$ cat src/sv/encoder_position_and_speed_macros.svh
// Assertion macros for the encoder position and speed block.
// Used by the top level only; no other dependencies.
`ifndef ENCODER_POSITION_AND_SPEED_MACROS_SVH
`define ENCODER_POSITION_AND_SPEED_MACROS_SVH

// Same-cycle implication, disabled while reset is low.
`define EPS_ASSERT_NOW(label, clk, rst_n, ante, cons) \
    label: assert property (@(posedge clk) disable iff (!rst_n) (ante) |-> (cons)) \
        else $error("encoder_position_and_speed: same-cycle check failed");

// Next-cycle implication, disabled while reset is low.
`define EPS_ASSERT_NEXT(label, clk, rst_n, ante, cons) \
    label: assert property (@(posedge clk) disable iff (!rst_n) (ante) |=> (cons)) \
        else $error("encoder_position_and_speed: next-cycle check failed");

`endif

$ cat src/sv/eps_pkg.sv
// Shared widths, codes and constants of the encoder position and speed block.
// No dependencies; imported by every module of the block.
package eps_pkg;

    localparam int COUNTER_BITS = 16;
    localparam int POS_W        = 32;
    localparam int CPR_W        = 20;
    localparam int TIME_W       = 32;

    // Serial multiplier: 32-bit multiplicand, 20-bit multiplier.
    localparam int MUL_A_W   = 32;
    localparam int MUL_B_W   = 20;
    localparam int PROD_W    = MUL_A_W + MUL_B_W;
    localparam int MUL_CNT_W = $clog2(MUL_B_W);

    // Serial divider: 48-bit dividend (|dpos| * 60000 < 2^47).
    localparam int NUM_W     = 48;
    localparam int DIV_CNT_W = $clog2(NUM_W);

    localparam logic [MUL_B_W-1:0] MS_PER_MINUTE = MUL_B_W'(60000);

    localparam logic [1:0] CMD_SAMPLE = 2'd0;
    localparam logic [1:0] CMD_RPM    = 2'd1;
    localparam logic [1:0] CMD_LOAD   = 2'd2;

    localparam logic [1:0] STATUS_OK      = 2'd0;
    localparam logic [1:0] STATUS_ZERO_DT = 2'd1;
    localparam logic [1:0] STATUS_SAT     = 2'd2;

    typedef logic [POS_W-1:0] t_pos;

endpackage

$ cat src/sv/encoder_position_and_speed.sv
// Top level of the encoder position and speed block: command handling, state,
// speed sequencer and output register. Depends on eps_pkg, eps_mul, eps_div.
//
// Usage: each transfer on the slave stream carries one command in tuser and
// the counter sample, timestamp and load value in tdata. Every accepted item
// produces exactly one result transfer on the master stream with the position
// and speed in tdata and the status code in tuser.
// Sample and load commands (and the unused code) pass from S_IDLE to S_DONE
// and then into the output register; a speed command with zero elapsed time
// takes the same path by way of S_PREP. Any other speed command passes S_PREP,
// then two bit-serial multipliers run side by side (|dpos|*60000 and
// counts_per_revolution*dt), then a restoring divider yields one quotient bit
// per cycle, then S_SAT saturates the result and S_DONE hands it to the output
// register. One item is in work at a time. The configuration channel loads
// counts_per_revolution; it is always ready. The user must write it only
// while the block is idle; the block itself does not enforce this. A value
// of zero acts as 1. Reset (synchronous, active low) clears the position,
// the last counter sample, the previous timestamp and the previous speed
// position, and sets counts_per_revolution to 1.
// A finished result sits in the output register while the next item is
// accepted; if the receiver stalls and a further result is ready, the
// sequencer holds it and stops accepting input until the register frees up.
`include "encoder_position_and_speed_macros.svh"

module encoder_position_and_speed import eps_pkg::*; (
    input  logic        i_clk,
    input  logic        i_rst_n,
    // Configuration write channel: [19:0] counts_per_revolution.
    input  logic        i_cfg_valid,
    output logic        o_cfg_ready,
    input  logic [23:0] i_cfg_data,
    // Slave stream.
    input  logic        i_s_axis_tvalid,
    output logic        o_s_axis_tready,
    // [15:0] counter_value, [47:16] time_ms, [79:48] new_position.
    input  logic [79:0] i_s_axis_tdata,
    // [1:0] command.
    input  logic [1:0]  i_s_axis_tuser,
    // Master stream.
    output logic        o_m_axis_tvalid,
    input  logic        i_m_axis_tready,
    // [31:0] position, [63:32] speed_rpm.
    output logic [63:0] o_m_axis_tdata,
    // [1:0] status.
    output logic [1:0]  o_m_axis_tuser
);

    typedef enum logic [2:0] {
        S_IDLE,
        S_PREP,
        S_MUL,
        S_DIV,
        S_SAT,
        S_DONE
    } t_state;

    t_state r_state;

    logic [CPR_W-1:0]        r_cpr;
    logic [COUNTER_BITS-1:0] r_last;
    t_pos                    r_pos;
    logic [TIME_W-1:0]       r_prev_time;
    t_pos                    r_prev_spos;
    logic [TIME_W-1:0]       r_dt;
    logic                    r_neg;
    logic [MUL_A_W-1:0]      r_mag;
    logic                    r_mul_start;
    logic                    r_div_start;
    t_pos                    r_speed;
    logic [1:0]              r_status;

    logic        r_m_valid;
    logic [63:0] r_m_data;
    logic [1:0]  r_m_user;

    // Input field views.
    logic [15:0]             w_counter;
    logic [TIME_W-1:0]       w_time;
    t_pos                    w_new_pos;
    logic [1:0]              w_cmd;
    logic [POS_W-1:0]        w_cnt_ext;
    logic [COUNTER_BITS-1:0] w_cur;
    logic [COUNTER_BITS-1:0] w_diff;
    t_pos                    w_sampled_pos;
    logic                    w_accept;
    t_pos                    w_dpos;

    // Views used by the checks at the end.
    logic                    w_load_accept;
    logic                    w_out_sat;
    logic                    w_out_zero_dt;
    t_pos                    w_out_speed;
    logic                    w_out_bound;

    logic              w_num_done;
    logic              w_den_done;
    logic [PROD_W-1:0] w_num_prod;
    logic [PROD_W-1:0] w_den_prod;
    logic              w_div_busy;
    logic              w_div_done;
    logic [NUM_W-1:0]  w_quo;

    always_comb begin
        w_counter     = i_s_axis_tdata[15:0];
        w_time        = i_s_axis_tdata[47:16];
        w_new_pos     = i_s_axis_tdata[79:48];
        w_cmd         = i_s_axis_tuser;
        w_cnt_ext     = POS_W'(w_counter);
        w_cur         = w_cnt_ext[COUNTER_BITS-1:0];
        // The wrap-aware difference is the counter delta read as two's complement.
        w_diff        = w_cur - r_last;
        w_sampled_pos = r_pos + POS_W'(signed'(w_diff));
        w_accept      = i_s_axis_tvalid && o_s_axis_tready;
        w_dpos        = r_pos - r_prev_spos;
        w_load_accept = w_accept && (w_cmd == CMD_LOAD);
        w_out_sat     = o_m_axis_tvalid && (o_m_axis_tuser == STATUS_SAT);
        w_out_zero_dt = o_m_axis_tvalid && (o_m_axis_tuser == STATUS_ZERO_DT);
        w_out_speed   = o_m_axis_tdata[63:32];
        w_out_bound   = (w_out_speed == 32'h7FFF_FFFF) || (w_out_speed == 32'h8000_0000);
    end

    assign o_s_axis_tready = (r_state == S_IDLE);
    assign o_cfg_ready     = 1'b1;

    // Configuration register; zero is stored as one so the divisor never vanishes.
    always_ff @(posedge i_clk) begin
        if (!i_rst_n) begin
            r_cpr <= CPR_W'(1);
        end else if (i_cfg_valid) begin
            r_cpr <= (i_cfg_data[CPR_W-1:0] == '0) ? CPR_W'(1) : i_cfg_data[CPR_W-1:0];
        end
    end

    // Sequencer, block state and output register.
    always_ff @(posedge i_clk) begin
        if (!i_rst_n) begin
            r_state     <= S_IDLE;
            r_last      <= '0;
            r_pos       <= '0;
            r_prev_time <= '0;
            r_prev_spos <= '0;
            r_mul_start <= 1'b0;
            r_div_start <= 1'b0;
            r_m_valid   <= 1'b0;
        end else begin
            r_mul_start <= 1'b0;
            r_div_start <= 1'b0;
            // In S_DONE the register may drain and refill in the same cycle.
            if (r_m_valid && i_m_axis_tready && (r_state != S_DONE)) begin
                r_m_valid <= 1'b0;
            end
            case (r_state)
                S_IDLE: begin
                    if (w_accept) begin
                        r_speed  <= '0;
                        r_status <= STATUS_OK;
                        r_state  <= S_DONE;
                        case (w_cmd)
                            CMD_SAMPLE: begin
                                r_last <= w_cur;
                                r_pos  <= w_sampled_pos;
                            end
                            CMD_RPM: begin
                                r_last      <= w_cur;
                                r_pos       <= w_sampled_pos;
                                r_dt        <= w_time - r_prev_time;
                                r_prev_time <= w_time;
                                r_state     <= S_PREP;
                            end
                            CMD_LOAD: begin
                                r_pos <= w_new_pos;
                            end
                            default: begin
                            end
                        endcase
                    end
                end
                S_PREP: begin
                    // Position change since the last speed command, as a sign and magnitude.
                    r_prev_spos <= r_pos;
                    r_neg       <= w_dpos[POS_W-1];
                    r_mag       <= w_dpos[POS_W-1] ? (POS_W'(0) - w_dpos) : w_dpos;
                    if (r_dt == '0) begin
                        r_status <= STATUS_ZERO_DT;
                        r_state  <= S_DONE;
                    end else begin
                        r_mul_start <= 1'b1;
                        r_state     <= S_MUL;
                    end
                end
                S_MUL: begin
                    if (w_num_done && w_den_done) begin
                        r_div_start <= 1'b1;
                        r_state     <= S_DIV;
                    end
                end
                S_DIV: begin
                    if (w_div_done) begin
                        r_state <= S_SAT;
                    end
                end
                S_SAT: begin
                    if (r_neg) begin
                        if (w_quo > NUM_W'(33'h0_8000_0000)) begin
                            r_speed  <= 32'h8000_0000;
                            r_status <= STATUS_SAT;
                        end else begin
                            r_speed <= POS_W'(0) - w_quo[POS_W-1:0];
                        end
                    end else begin
                        if (w_quo > NUM_W'(32'h7FFF_FFFF)) begin
                            r_speed  <= 32'h7FFF_FFFF;
                            r_status <= STATUS_SAT;
                        end else begin
                            r_speed <= w_quo[POS_W-1:0];
                        end
                    end
                    r_state <= S_DONE;
                end
                S_DONE: begin
                    if (!r_m_valid || i_m_axis_tready) begin
                        r_m_valid <= 1'b1;
                        r_m_data  <= {r_speed, r_pos};
                        r_m_user  <= r_status;
                        r_state   <= S_IDLE;
                    end
                end
                default: begin
                    r_state <= S_IDLE;
                end
            endcase
        end
    end

    // Numerator |dpos| * 60000 and divisor counts_per_revolution * dt in parallel.
    eps_mul u_mul_num (
        .i_clk   (i_clk),
        .i_rst_n (i_rst_n),
        .i_start (r_mul_start),
        .i_a     (r_mag),
        .i_b     (MS_PER_MINUTE),
        .o_done  (w_num_done),
        .o_prod  (w_num_prod)
    );

    eps_mul u_mul_den (
        .i_clk   (i_clk),
        .i_rst_n (i_rst_n),
        .i_start (r_mul_start),
        .i_a     (r_dt),
        .i_b     (r_cpr),
        .o_done  (w_den_done),
        .o_prod  (w_den_prod)
    );

    eps_div u_div (
        .i_clk   (i_clk),
        .i_rst_n (i_rst_n),
        .i_start (r_div_start),
        .i_num   (w_num_prod[NUM_W-1:0]),
        .i_den   (w_den_prod),
        .o_busy  (w_div_busy),
        .o_done  (w_div_done),
        .o_quo   (w_quo)
    );

    assign o_m_axis_tvalid = r_m_valid;
    assign o_m_axis_tdata  = r_m_data;
    assign o_m_axis_tuser  = r_m_user;

    // A load command sets the position to the loaded value in the next cycle.
    `EPS_ASSERT_NEXT(a_load_pos, i_clk, i_rst_n, w_load_accept, r_pos == $past(w_new_pos))
    // No input is taken while the divider is working.
    `EPS_ASSERT_NOW(a_busy_stall, i_clk, i_rst_n, w_div_busy, !o_s_axis_tready)
    // A saturated result carries one of the two 32-bit bounds.
    `EPS_ASSERT_NOW(a_sat_bound, i_clk, i_rst_n, w_out_sat, w_out_bound)
    // A zero elapsed time always reports a zero speed.
    `EPS_ASSERT_NOW(a_zero_dt, i_clk, i_rst_n, w_out_zero_dt, w_out_speed == 32'h0)

endmodule

$ cat src/sv/eps_mul.sv
// Bit-serial shift-and-add multiplier, one multiplier bit per cycle.
// Depends on eps_pkg for its widths.
module eps_mul import eps_pkg::*; (
    input  logic               i_clk,
    input  logic               i_rst_n,
    input  logic               i_start,
    input  logic [MUL_A_W-1:0] i_a,
    input  logic [MUL_B_W-1:0] i_b,
    output logic               o_done,
    output logic [PROD_W-1:0]  o_prod
);

    logic                 r_busy;
    logic                 r_done;
    logic [MUL_CNT_W-1:0] r_cnt;
    logic [PROD_W-1:0]    r_acc;
    logic [PROD_W-1:0]    r_a;
    logic [MUL_B_W-1:0]   r_b;

    always_ff @(posedge i_clk) begin
        if (!i_rst_n) begin
            r_busy <= 1'b0;
            r_done <= 1'b0;
            r_cnt  <= '0;
        end else begin
            r_done <= 1'b0;
            if (i_start) begin
                r_busy <= 1'b1;
                r_cnt  <= '0;
            end else if (r_busy) begin
                r_cnt <= r_cnt + 1'b1;
                if (r_cnt == MUL_CNT_W'(MUL_B_W - 1)) begin
                    r_busy <= 1'b0;
                    r_done <= 1'b1;
                end
            end
        end
    end

    // Datapath: add the shifted multiplicand whenever the low multiplier bit is set.
    always_ff @(posedge i_clk) begin
        if (i_start) begin
            r_acc <= '0;
            r_a   <= PROD_W'(i_a);
            r_b   <= i_b;
        end else if (r_busy) begin
            if (r_b[0]) begin
                r_acc <= r_acc + r_a;
            end
            r_a <= {r_a[PROD_W-2:0], 1'b0};
            r_b <= {1'b0, r_b[MUL_B_W-1:1]};
        end
    end

    assign o_done = r_done;
    assign o_prod = r_acc;

endmodule

$ cat src/sv/eps_div.sv
// Restoring divider, one quotient bit per cycle.
// Depends on eps_pkg for its widths.
module eps_div import eps_pkg::*; (
    input  logic              i_clk,
    input  logic              i_rst_n,
    input  logic              i_start,
    input  logic [NUM_W-1:0]  i_num,
    input  logic [PROD_W-1:0] i_den,
    output logic              o_busy,
    output logic              o_done,
    output logic [NUM_W-1:0]  o_quo
);

    logic                 r_busy;
    logic                 r_done;
    logic [DIV_CNT_W-1:0] r_cnt;
    logic [PROD_W-1:0]    r_rem;
    logic [PROD_W-1:0]    r_den;
    logic [NUM_W-1:0]     r_quo;

    logic [PROD_W:0]   w_trial;
    logic [PROD_W:0]   w_sub;
    logic              w_ge;
    logic [PROD_W-1:0] n_rem;

    always_comb begin
        w_trial = {r_rem, r_quo[NUM_W-1]};
        w_sub   = w_trial - {1'b0, r_den};
        w_ge    = (w_trial >= {1'b0, r_den});
        n_rem   = w_ge ? w_sub[PROD_W-1:0] : w_trial[PROD_W-1:0];
    end

    always_ff @(posedge i_clk) begin
        if (!i_rst_n) begin
            r_busy <= 1'b0;
            r_done <= 1'b0;
            r_cnt  <= '0;
        end else begin
            r_done <= 1'b0;
            if (i_start) begin
                r_busy <= 1'b1;
                r_cnt  <= '0;
            end else if (r_busy) begin
                r_cnt <= r_cnt + 1'b1;
                if (r_cnt == DIV_CNT_W'(NUM_W - 1)) begin
                    r_busy <= 1'b0;
                    r_done <= 1'b1;
                end
            end
        end
    end

    // The dividend shifts out of the top of r_quo while quotient bits shift in.
    always_ff @(posedge i_clk) begin
        if (i_start) begin
            r_rem <= '0;
            r_den <= i_den;
            r_quo <= i_num;
        end else if (r_busy) begin
            r_rem <= n_rem;
            r_quo <= {r_quo[NUM_W-2:0], w_ge};
        end
    end

    assign o_busy = r_busy;
    assign o_done = r_done;
    assign o_quo  = r_quo;

endmodule

$ cat config.mk
export PLATFORM = sky130hd
export DESIGN_NAME = encoder_position_and_speed
export DESIGN_NICKNAME = d
export VERILOG_FILES = /design/src/sv/eps_pkg.sv /design/src/sv/encoder_position_and_speed.sv /design/src/sv/eps_mul.sv /design/src/sv/eps_div.sv
export VERILOG_INCLUDE_DIRS = /design/src /design/src/sv
export SDC_FILE = /design/constraint.sdc
export NUM_CORES = 2
export LEC_CHECK = 0
export CAP_MARGIN = 20
export CORE_UTILIZATION = 65
export DETAILED_ROUTE_END_ITERATION = 12
export DONT_BUFFER_PORTS = 1
export PLACE_DENSITY = 0.81
export SLEW_MARGIN = 20
export SYNTH_ARGS = -nofsm -noshare
export SYNTH_HDL_FRONTEND = slang
export SYNTH_HIERARCHICAL = 1
export SYNTH_SLANG_ARGS = --single-unit
$ cat constraint.sdc
create_clock -name i_clk -period 6.6 [get_ports i_clk]
set_clock_uncertainty 0.2 [all_clocks]
set_input_delay 0.99 -clock i_clk [delete_from_list [all_inputs] [get_ports i_clk]]
set_output_delay 0.99 -clock i_clk [all_outputs]
set_load 0.02 [all_outputs]
==> flow_metrics.env <==
export IMPL_outcome="finished clean"
export IMPL_clock_insertion_delay_worst_skew_ps=630
export IMPL_via_count_of_the_first_global_routing_pass=31600
export IMPL_global_route_usage_total=0.292
export IMPL_postcts_resize_cnt=0
export IMPL_worst_endpoint_required_ps=6860
export IMPL_fin_util=0.705
export IMPL_critical_path_startpoint_type="input pin"
export IMPL_h_tree_levels=3
export IMPL_n_fill_cell=4953
export IMPL_ctsLongestPathBuffers=3
export IMPL_cts_sinks=717
export IMPL_critical_path_max_fanout=6
export IMPL_cts_post_setup_buffers_inserted=0
export IMPL_core_area_mm2=0.0659
export IMPL_cts_hold_buffers=0
export IMPL_portBuffers=0
export IMPL_io_count=180
export IMPL_worst_hold_path_type="reg2reg"
export IMPL_fp_dieW_um=260
export IMPL_pin_count_of_the_biggest_net_entering_global_routing=116
export IMPL_floorplan_initialDensity=0.657
export IMPL_clock_tree_root_buffer_cell="sky130_fd_sc_hd__clkbuf_16"
export IMPL_timing_final_crit_share=0.841
export IMPL_die_outline_area_mm2=0.0676
export IMPL_crit_type="in2reg"
export IMPL_avgSynthCellArea_um2=9.36
export IMPL_setup_viol=0
export IMPL_max_slew_margin=0.271
export IMPL_layout_area_overhead_vs_synth_pct=7.30
export IMPL_hold_viol=0
export IMPL_synthesis_yosys_warnings=6
export IMPL_globalplace_congestion=0.958
export IMPL_antenna_found_initial=2
export IMPL_max_freq_mhz=180
export IMPL_grt_setup_unrepaired="no"
export IMPL_placement_rows=94
export IMPL_netlist_area_mm2=0.0433
export IMPL_vdd_ir_drop_worst_v=0.000264
export IMPL_cell_area_after_placement_mm2=0.0437
export IMPL_cts_inserted_buffers=78
export IMPL_avgRoutedWirePerCell_um=18.6
export IMPL_final_layout_size_suffix_gt1_frac=0.0913
export IMPL_timing_final_crit_period_ps=5550
export IMPL_power_density_mw_per_mm2=426
export IMPL_timing_worst_slew_pin_value_ps=1090
export IMPL_detailed_place_hpwl_um=72700
export IMPL_clk_pin_slew_ps=60
export IMPL_max_cap_viol_count=0
export IMPL_setup_crit_end_kind="flip-flop"
export IMPL_detailedRoute_firstIterationViolations=2904
export IMPL_fin_ws_ps=1050
export IMPL_routed_wirelength_um=101000
export IMPL_fin_nets=4899
export IMPL_pre_cts_slack_ps=474
export IMPL_cp_arrival_ps=5820
export IMPL_vias_per_cell=6.24
export IMPL_routed_via_count=34000
export IMPL_final_setup_tns_ps=0
export IMPL_n_antenna_cell=0
export IMPL_detail_route_drc_violations=0
export IMPL_postRouteAntennaNets=0
export IMPL_grt_overflow_total=0
export IMPL_chipHeight_um=260
export IMPL_cts_tree="built"
export IMPL_post_route_design_area_mm2=0.0464
export IMPL_drt_pass1_iterations=7
export IMPL_power_static_leakage_nw=18.0
export IMPL_syn_inst=4622
export IMPL_maxSlewViolCount=0
export IMPL_grt_first_pass_wirelength_um=162000
worst max-delay path, stage by stage:
cell and delay, ps:
sky130_fd_sc_hd__inv_1 30, sky130_fd_sc_hd__ha_1 200, sky130_fd_sc_hd__fa_1 400, sky130_fd_sc_hd__nor2b_1 120, sky130_fd_sc_hd__o21ai_0 120, sky130_fd_sc_hd__a21boi_0 270
sky130_fd_sc_hd__o21ai_0 170, sky130_fd_sc_hd__a21boi_0 250, sky130_fd_sc_hd__o21ai_0 130, sky130_fd_sc_hd__a21o_1 210, sky130_fd_sc_hd__a31oi_1 250, sky130_fd_sc_hd__xnor2_1 110
sky130_fd_sc_hd__ha_1 390, sky130_fd_sc_hd__o21a_1 190, sky130_fd_sc_hd__nor2_1 50, sky130_fd_sc_hd__nor4_1 290, sky130_fd_sc_hd__buf_4 170, sky130_fd_sc_hd__o21ai_0 150
sky130_fd_sc_hd__o31ai_1 370, sky130_fd_sc_hd__a221oi_1 180, sky130_fd_sc_hd__o31ai_1 270, sky130_fd_sc_hd__xor2_1 210, sky130_fd_sc_hd__mux2i_1 210, sky130_fd_sc_hd__a21oi_1 80
sequential cells by signal, summed over array words and instances (netlist names), 16 cells and up:
signal            count
u_mul_num/r_b        20
u_mul_den/o_prod     52
u_div/o_quo          48
r_pos                32
u_mul_den/r_a        52
r_speed              32
r_last               16
o_m_axis_tdata       64
u_mul_num/o_prod     48
r_dt                 32
r_mag                32
u_div/r_den          52
u_mul_den/r_b        20
u_div/r_rem          52
u_mul_num/r_a        48
r_cpr                20
r_prev_spos          32
r_prev_time          32
stage by stage:
| step | power [W] | std cells | hold WS [ps] |
|---|---|---|---|
| after floorplan | 0.0133 | 4641 | 200 |
| after global placement | 0.0148 | 5296 | 202 |
| after detailed placement | 0.0150 | 5296 | 205 |
| after CTS | 0.0197 | 5442 | 217 |
| after global routing | 0.0210 | 5443 | 230 |
| final | 0.0198 | 5443 | 210 |
metal layers:
metal / vias up / part of all wire / GRT usage / routed length (um)
li1: 16600 / - / - / -
met1: 16100 / 0.45 / 0.407 / 45700
met2: 1126 / 0.45 / 0.463 / 45900
met3: 146 / 0.074 / 0.0545 / 7430
met4: 2 / 0.020 / 0.0794 / 1990
met5: - / 0.000099 / 0 / 10
layout make-up:
type / instances / area [um2] / share of cell area
timing repair buffer: 34 / 263 / 0.00566
clock inverter: 46 / 598 / 0.0129
multi-input combinational: 3450 / 23400 / 0.504
tap: 864 / 1080 / 0.0233
clock buffer: 100 / 2180 / 0.0469
sequential: 717 / 18100 / 0.389
inverter: 232 / 871 / 0.0188
cell usage in the layout, fill, tap and decap left out, types with 74 or more instances in the layout:
cell                        instances
sky130_fd_sc_hd__nand2_1          559
sky130_fd_sc_hd__mux2_2           149
sky130_fd_sc_hd__a21boi_0          82
sky130_fd_sc_hd__mux2i_1           74
sky130_fd_sc_hd__a21o_1           118
sky130_fd_sc_hd__o21ai_0          175
sky130_fd_sc_hd__nand4_1           74
sky130_fd_sc_hd__a21oi_1          399
sky130_fd_sc_hd__ha_1             268
sky130_fd_sc_hd__nor2_1           331
sky130_fd_sc_hd__edfxtp_1         369
sky130_fd_sc_hd__xnor2_1          148
sky130_fd_sc_hd__nor3_1            78
sky130_fd_sc_hd__inv_1            228
sky130_fd_sc_hd__clkbuf_16         82
sky130_fd_sc_hd__dfxtp_1          345
sky130_fd_sc_hd__xor2_1            98
worst paths after layout:
check	from	to	slack, ps	cells after the start
worst max register to register	r_last[0]$_SDFFE_PN0P_	r_pos[31]$_SDFFE_PN0P_	1140	23
worst min-delay path	r_speed[16]$_SDFFCE_PN0P_	o_m_axis_tdata[48]$_DFFE_PP_	210	0
worst min register to register	r_speed[16]$_SDFFCE_PN0P_	o_m_axis_tdata[48]$_DFFE_PP_	210	0
worst max-delay path	i_s_axis_tdata[0]	r_pos[31]$_SDFFE_PN0P_	1050	24
power breakdown:
part	total [W]	internal [W]	switching, W
combinational	0.00845	0.00343	0.00502
clock	0.00468	0.00283	0.00184
sequential	0.00666	0.00594	0.000714
total	0.0198	0.0122	0.00758
Power figures use the tool's default switching activity.
